[src/rtl/u8u16_pkg.sv]
// Package for the UTF-8 to UTF-16 transcoder: item types, decoder state,
// constants, the code point splitting function and the error result. No dependencies.
package u8u16_pkg;

    // Depth of the result queue behind the decoder.
    localparam int QueueDepth = 4;

    // Surrogate arithmetic and byte masks.
    localparam logic [15:0] HI_OFFSET = 16'hD7C0;
    localparam logic [15:0] LO_BASE   = 16'hDC00;
    localparam logic [20:0] PAIR_MIN  = 21'h10000;
    localparam logic [1:0]  CONT_TAG  = 2'b10;

    // One input item: a byte of UTF-8 text.
    typedef struct packed {
        logic [7:0] in_byte;
        logic       text_end;
    } u8u16_in_t;

    // One result item: a UTF-16 code unit with its flags.
    typedef struct packed {
        logic [15:0] code_unit;
        logic        run_last;
        logic        string_done;
        logic        bad_input;
    } u8u16_out_t;

    // Decoder state carried from one byte to the next.
    typedef struct packed {
        logic [1:0]  bytes_pending;
        logic [20:0] code_accum;
        logic        discarding;
    } u8u16_state_t;

    // Results caused by one byte, handed from the decoder to the queue.
    typedef struct packed {
        logic [1:0] count;
        u8u16_out_t first;
        u8u16_out_t second;
    } u8u16_push_t;

    // Turns a finished code point into one unit or a surrogate pair.
    function automatic u8u16_push_t emit_cp(logic [20:0] cp, logic fin);
        u8u16_push_t p;
        p = '0;
        if (cp < PAIR_MIN)
        begin
            p.count = 2'd1;
            p.first = '{code_unit: cp[15:0], run_last: 1'b1,
                        string_done: fin, bad_input: 1'b0};
        end
        else
        begin
            p.count = 2'd2;
            p.first = '{code_unit: {5'd0, cp[20:10]} + HI_OFFSET, run_last: 1'b0,
                        string_done: 1'b0, bad_input: 1'b0};
            p.second = '{code_unit: {6'd0, cp[9:0]} + LO_BASE, run_last: 1'b1,
                         string_done: fin, bad_input: 1'b0};
        end
        return p;
    endfunction

    // The single error result that ends a malformed string.
    function automatic u8u16_push_t error_result();
        u8u16_push_t p;
        p = '0;
        p.count = 2'd1;
        p.first = '{code_unit: 16'd0, run_last: 1'b1,
                    string_done: 1'b1, bad_input: 1'b1};
        return p;
    endfunction

endpackage

[src/rtl/u8u16_decode.sv]
// Byte decoder: holds the sequence state and turns each byte into results.
// Depends on u8u16_pkg.
module u8u16_decode
    import u8u16_pkg::*;
(
    input  logic        clk,
    input  logic        rst_n,
    input  logic        enable,
    input  u8u16_in_t   item,
    output u8u16_push_t push
);

    u8u16_state_t st_reg;
    u8u16_state_t st_next;
    logic [7:0]   b;
    logic         fin;
    logic [20:0]  acc_shift;

    assign b         = item.in_byte;
    assign fin       = item.text_end;
    assign acc_shift = {st_reg.code_accum[14:0], b[5:0]};

    // Decode one byte against the current state.
    always_comb
    begin
        st_next = st_reg;
        push    = '0;
        if (st_reg.discarding)
        begin
            // Bytes of a bad string are dropped until its end.
            if (fin)
            begin
                st_next.discarding = 1'b0;
            end
        end
        else if (st_reg.bytes_pending == 2'd0)
        begin
            if (!b[7])
            begin
                push = emit_cp({13'd0, b}, fin);
            end
            else if (!b[6] || (b[5] && b[4] && b[3]) || fin)
            begin
                // Stray continuation, oversized lead or a lead cut off.
                push    = error_result();
                st_next = '{bytes_pending: 2'd0, code_accum: '0, discarding: !fin};
            end
            else if (!b[5])
            begin
                st_next.code_accum    = {16'd0, b[4:0]};
                st_next.bytes_pending = 2'd1;
            end
            else if (!b[4])
            begin
                st_next.code_accum    = {17'd0, b[3:0]};
                st_next.bytes_pending = 2'd2;
            end
            else
            begin
                st_next.code_accum    = {18'd0, b[2:0]};
                st_next.bytes_pending = 2'd3;
            end
        end
        else if (b[7:6] != CONT_TAG)
        begin
            // A continuation byte was expected.
            push    = error_result();
            st_next = '{bytes_pending: 2'd0, code_accum: '0, discarding: !fin};
        end
        else if (st_reg.bytes_pending == 2'd1)
        begin
            push                  = emit_cp(acc_shift, fin);
            st_next.code_accum    = '0;
            st_next.bytes_pending = 2'd0;
        end
        else if (fin)
        begin
            // The string ends in the middle of a sequence.
            push    = error_result();
            st_next = '{bytes_pending: 2'd0, code_accum: '0, discarding: 1'b0};
        end
        else
        begin
            st_next.code_accum    = acc_shift;
            st_next.bytes_pending = st_reg.bytes_pending - 2'd1;
        end
    end

    // State advances only when the byte is actually processed.
    always_ff @(posedge clk or negedge rst_n)
    begin
        if (!rst_n)
        begin
            st_reg <= '0;
        end
        else if (enable)
        begin
            st_reg <= st_next;
        end
    end

endmodule

[src/rtl/u8u16_fifo.sv]
// Result queue: takes up to two result items a cycle and hands out one unless stalled.
// Depends on u8u16_pkg.
module u8u16_fifo
    import u8u16_pkg::*;
(
    input  logic        clk,
    input  logic        rst_n,
    input  logic        push_en,
    input  u8u16_push_t push,
    output logic        room,
    output logic        valid,
    input  logic        stall,
    output u8u16_out_t  item
);

    localparam int PtrW = $clog2(QueueDepth);
    localparam int CntW = $clog2(QueueDepth + 1);

    u8u16_out_t          mem [QueueDepth];
    logic [PtrW-1:0]     rd_ptr_reg;
    logic [PtrW-1:0]     rd_ptr_next;
    logic [PtrW-1:0]     wr_ptr_reg;
    logic [PtrW-1:0]     wr_ptr_next;
    logic [PtrW-1:0]     wr_ptr_plus;
    logic [CntW-1:0]     count_reg;
    logic [CntW-1:0]     count_next;
    logic [1:0]          n_push;
    logic                pop;

    assign n_push      = push_en ? push.count : 2'd0;
    assign pop         = valid && !stall;
    assign valid       = (count_reg != '0);
    assign item        = mem[rd_ptr_reg];
    assign room        = (count_reg <= CntW'(QueueDepth - 2));
    assign wr_ptr_plus = wr_ptr_reg + PtrW'(1);

    // Pointer and fill count bookkeeping.
    always_comb
    begin
        rd_ptr_next = pop ? rd_ptr_reg + PtrW'(1) : rd_ptr_reg;
        wr_ptr_next = wr_ptr_reg + PtrW'(n_push);
        count_next  = count_reg + CntW'(n_push) - CntW'(pop);
    end

    always_ff @(posedge clk or negedge rst_n)
    begin
        if (!rst_n)
        begin
            rd_ptr_reg <= '0;
            wr_ptr_reg <= '0;
            count_reg  <= '0;
        end
        else
        begin
            rd_ptr_reg <= rd_ptr_next;
            wr_ptr_reg <= wr_ptr_next;
            count_reg  <= count_next;
        end
    end

    // Storage for waiting result items.
    always_ff @(posedge clk)
    begin
        if (n_push != 2'd0)
        begin
            mem[wr_ptr_reg] <= push.first;
        end
        if (n_push == 2'd2)
        begin
            mem[wr_ptr_plus] <= push.second;
        end
    end

endmodule

[src/rtl/utf8_to_utf16_transcoder_top.sv]
// UTF-8 to UTF-16 transcoder, top level.
// A byte is held in the input register, then decoded into the result queue that offers its results.
// Throughput: one byte a cycle; the input stalls only while the receiver holds off and the
// result queue backs up, as a surrogate pair needs four bytes for its two result items.
// Reset clears the input register's valid flag, the decoder state and the result queue.
// Depends on u8u16_pkg, u8u16_decode and u8u16_fifo.
module utf8_to_utf16_transcoder_top
    import u8u16_pkg::*;
(
    input  logic       clk,
    input  logic       rst_n,
    input  logic       byte_valid,
    output logic       byte_stall,
    input  u8u16_in_t  byte_item,
    output logic       unit_valid,
    input  logic       unit_stall,
    output u8u16_out_t unit_item
);

    logic        hold_valid_reg;
    logic        hold_valid_next;
    u8u16_in_t   hold_item_reg;
    logic        room;
    logic        fire;
    logic        take;
    u8u16_push_t push;

    // A held byte is processed once the queue has space for two results.
    assign fire       = hold_valid_reg && room;
    assign byte_stall = hold_valid_reg && !room;
    assign take       = byte_valid && !byte_stall;

    always_comb
    begin
        hold_valid_next = hold_valid_reg;
        if (take)
        begin
            hold_valid_next = 1'b1;
        end
        else if (fire)
        begin
            hold_valid_next = 1'b0;
        end
    end

    always_ff @(posedge clk or negedge rst_n)
    begin
        if (!rst_n)
        begin
            hold_valid_reg <= 1'b0;
        end
        else
        begin
            hold_valid_reg <= hold_valid_next;
        end
    end

    // Input register payload.
    always_ff @(posedge clk)
    begin
        if (take)
        begin
            hold_item_reg <= byte_item;
        end
    end

    u8u16_decode u_decode (
        .clk    (clk),
        .rst_n  (rst_n),
        .enable (fire),
        .item   (hold_item_reg),
        .push   (push)
    );

    u8u16_fifo u_fifo (
        .clk     (clk),
        .rst_n   (rst_n),
        .push_en (fire),
        .push    (push),
        .room    (room),
        .valid   (unit_valid),
        .stall   (unit_stall),
        .item    (unit_item)
    );

endmodule

[config.mk]
export PLATFORM = sky130hd
export DESIGN_NAME = utf8_to_utf16_transcoder_top
export DESIGN_NICKNAME = d
export VERILOG_FILES = /design/src/rtl/u8u16_pkg.sv /design/src/rtl/u8u16_decode.sv /design/src/rtl/u8u16_fifo.sv /design/src/rtl/utf8_to_utf16_transcoder_top.sv
export SDC_FILE = /design/constraint.sdc
export NUM_CORES = 1
export LEC_CHECK = 0
export BUFFER_PORTS_ARGS = -buffer_cell sky130_fd_sc_hd__buf_2
export CAP_MARGIN = 10
export CORE_MARGIN = 4
export CORE_UTILIZATION = 35
export DETAILED_ROUTE_END_ITERATION = 7
export GPL_ROUTABILITY_DRIVEN = 0
export PLACE_DENSITY = 0.55
export SYNTH_ARGS = -nofsm -noshare
export SYNTH_HDL_FRONTEND = slang
export SYNTH_SLANG_ARGS = --single-unit
[constraint.sdc]
create_clock -name clk -period 3.7 [get_ports clk]
set_input_delay 0.555 -clock clk [delete_from_list [all_inputs] [get_ports clk]]
set_output_delay 0.555 -clock clk [all_outputs]
set_load 0.005 [all_outputs]
==> results.py <==
metrics = {
    "outcome": {
        "status": "completed",
    },
    "sta": {
        "setup_viol": 0,
        "max_slew.worst_pin.slew_ns": 0.983,
        "maxSlewHeadroom_pct": 34.5,
        "period_minus_slack_ns": 3.13,
        "rsz0062_at_grt": "no",
        "skew_ns": 0.00783,
        "post-route-period-util_pct": 84.5,
        "hold_viol": 0,
        "setup_tns_ns": 0,
        "slew_viol_final": 0,
        "max_freq_mhz": 320,
    },
    "routing": {
        "dr.pass1.iters": 5,
        "ant_nets": 0,
        "wl_per_cell_microns": 20.7,
        "wirelength_microns": 13900,
        "vias": 3766,
        "first_iter_violations": 439,
        "drc": 0,
        "routed_via_density": 5.60,
    },
    "synth": {
        "syn_nets": 462,
        "syn-cell-area_sq_um": 5410,
        "synth_cell_types": 54,
        "synth_flop_cell": "edfxtp_1",
        "avgSynthCellArea_sq_um": 12.3,
        "syn_inst": 441,
        "synth-edff-count": 77,
        "yosysSeqAreaShare_pct": 57.8,
        "ys_seq_elements": 111,
        "yosys_warnings": 0,
        "async_flop_share_pct": 23.4,
    },
    "clock_tree": {
        "post_cts_resized": 0,
        "cts_setup_buffers": 0,
        "clockBufferDepth": 2,
        "holdBufCountCts": 0,
        "clockRootBuffer": "clkbuf_16",
        "cts_tree": "yes",
        "path_clk_slew_ns": 0.07,
        "cts_sinks": 111,
        "cts_made_buffers": 9,
        "clk_latency_ns": 0.36,
        "cts_max_level": 3,
    },
    "worst_setup_path": {
        "slowest_stage": "or4_1",
        "cp.required_ns": 3.77,
        "cp.arrival_ns": 3.19,
        "cp_max_fo": 10,
        "cp-start-kind": "register",
        "critPathKind": "register to register",
        "cpPeakStageDelay_ns": 0.65,
        "endpoint_kind": "register",
        "cp_cell_sequence": "inv_1 > ha_1 > nor3b_1 > a221oi_2 > or4_1 > inv_6 > a21o_1 > nand2b_1 > inv_1 > buf_4",
        "cp_common_cell": "inv_1",
        "worstRegToRegCells": 10,
    },
    "power": {
        "ir_drop_v": 0.000370,
        "p_leak_nw": 2.21,
        "power_density_nw_per_um2": 682,
    },
    "floorplanning": {
        "die_y_microns": 132,
        "initial_core_util_pct": 35.7,
        "die_area_sq_um": 17500,
        "core_sq_um": 15100,
        "die_w_microns": 132,
        "placementRows": 45,
        "ios": 34,
    },
    "global_route": {
        "antenna_found_initial": 0,
        "grt_max_degree": 27,
        "grt_pass1_vias": 3633,
        "track_usage_pct": 16.1,
        "grt_pass1_wl_microns": 21600,
        "overflow": 0,
    },
    "cells_and_area": {
        "regArea_sq_um": 3120,
        "largest_reg_flops": 76,
        "finalNetCount": 500,
        "synthToLayoutAreaGrowth_pct": 13.3,
        "stdcell_area_sq_um": 6120,
        "multi_input_area_sq_um": 2130,
        "fillers": 1443,
        "layout-drive-gt1-share_pct": 19.4,
        "diodes": 0,
    },
    "job": {
        "maxCapViolCount": 0,
    },
    "place": {
        "dp_hpwl_microns": 10100,
        "postPlaceCellArea_sq_um": 5830,
        "port_buffers": 33,
    },
    "min_path": {
        "min_path_type": "primary input to async pin",
    },
}
-- final cells by class --
class	count	area share (%)
Timing Repair Buffer	46	4.29
Multi-Input combinational cell	291	34.7
Tap cell	188	3.84
Clock inverter	7	1.16
Inverter	20	1.31
Clock buffer	9	3.68
Sequential cell	111	51.0
-- final timing paths --
kind	startpoint	end	slack, ns
setup / recovery	u_decode.st_reg[23]	u_fifo.mem[1][11]	0.57
hold / removal	rst_n	hold_valid_reg	0.21
setup reg to reg	u_decode.st_reg[23]	u_fifo.mem[1][11]	0.57
hold reg to reg	u_fifo.mem[1][16]	u_fifo.mem[1][16]	0.47
max in group asynchronous	rst_n	u_decode.acc_shift[18]	3.09
min in group clk	byte_item[0]	hold_item_reg[0]	0.37
-- critical path, delay by kind of cell (launching register included) --
| family | cells | cell delay, ns |
|---|---|---|
| AND/OR/NAND/NOR | 3 | 1.15 |
| buffers and inverters | 4 | 0.82 |
| flip-flops | 1 | 0.36 |
| adder cells (fa/ha/maj) | 1 | 0.26 |
| AO/OA/AOI/OAI | 2 | 0.25 |
-- power breakdown --
part / internal, W / switching, W / leakage [nW]
Clock: 0.000528 / 0.000453 / 0.145
Sequential: 0.00158 / 0.000310 / 1.11
Combinational: 0.000584 / 0.000723 / 0.960
Total: 0.00269 / 0.00149 / 2.21
-- cells in the mapped netlist (all sizes together) (2+ instances only) --
| cell | number | area (sq um) |
|---|---|---|
| o31ai | 2 | 15.0 |
| a21oi | 26 | 134 |
| and2 | 2 | 12.5 |
| a211oi | 3 | 22.5 |
| nand2b | 5 | 31.3 |
| a31oi | 3 | 18.8 |
| mux4 | 19 | 428 |
| o211ai | 2 | 15.0 |
| clkbuf | 12 | 45.0 |
| xnor2 | 6 | 52.6 |
| edfxtp | 77 | 2310 |
| nor2 | 43 | 179 |
| a32o | 10 | 100 |
| ha | 7 | 87.6 |
| nand2 | 40 | 153 |
| nor3 | 10 | 66.3 |
| mux2i | 5 | 50.1 |
| dfrtp | 26 | 651 |
| nor4 | 2 | 12.5 |
| buf | 7 | 31.3 |
| nand3 | 7 | 35.0 |
| a22o | 27 | 236 |
| o21ai | 41 | 205 |
| inv | 20 | 80.1 |
| dfxtp | 8 | 160 |
| xor2 | 2 | 17.5 |
| nor2b | 4 | 25.0 |
| a21o | 4 | 30.0 |
| or3 | 6 | 37.5 |
-- metrics by stage --
step | setup WS (ns) | power [W] | utilization (%) | instances | hold slack, ns
global route | 0.313 | 0.00443 | 40.4 | 672 | 0.257
global placement | 0.702 | 0.00320 | 38.5 | 656 | 0.447
CTS | 0.571 | 0.00422 | 40.4 | 672 | 0.221
detailed placement | 0.587 | 0.00324 | 38.5 | 656 | 0.460
floorplan | 0.931 | 0.00272 | - | 441 | 0.259
finish | 0.573 | 0.00418 | 40.4 | 672 | 0.205
-- routing by layer --
metal	track usage, %	wire length, microns	up-vias
li1	-	-	1762
met1	21.9	6220	1844
met2	25.3	6590	137
met3	3.05	816	23
met4	7.22	293	0
met5	0	0	-
-- logic make-up (layout without fill, tap and decap cells) --
group | count (synthesis) | count (layout) | share of synthesized area (%)
simple gates | 128 | 128 | 11.6
flops | 111 | 111 | 57.8
buf+inv | 39 | 82 | 2.89
compound gates | 123 | 123 | 15.6
mux | 24 | 24 | 8.84
xor+xnor | 8 | 8 | 1.30
fa+ha+maj | 8 | 8 | 1.99
-- cells in the final DEF, fill, tap and decap left out, types with 9 or more instances in the layout --
cell / synthesis / routed
a32o_1: 10 / 10
a22o_1: 27 / 27
mux4_2: 19 / 19
clkbuf_16: 0 / 9
buf_4: 0 / 13
nor2_1: 40 / 40
a21oi_1: 25 / 25
edfxtp_1: 77 / 77
dfrtp_1: 26 / 26
nand2_1: 39 / 39
buf_2: 4 / 33
inv_1: 18 / 18
o21ai_0: 40 / 40
Power figures use the tool's default switching activity.
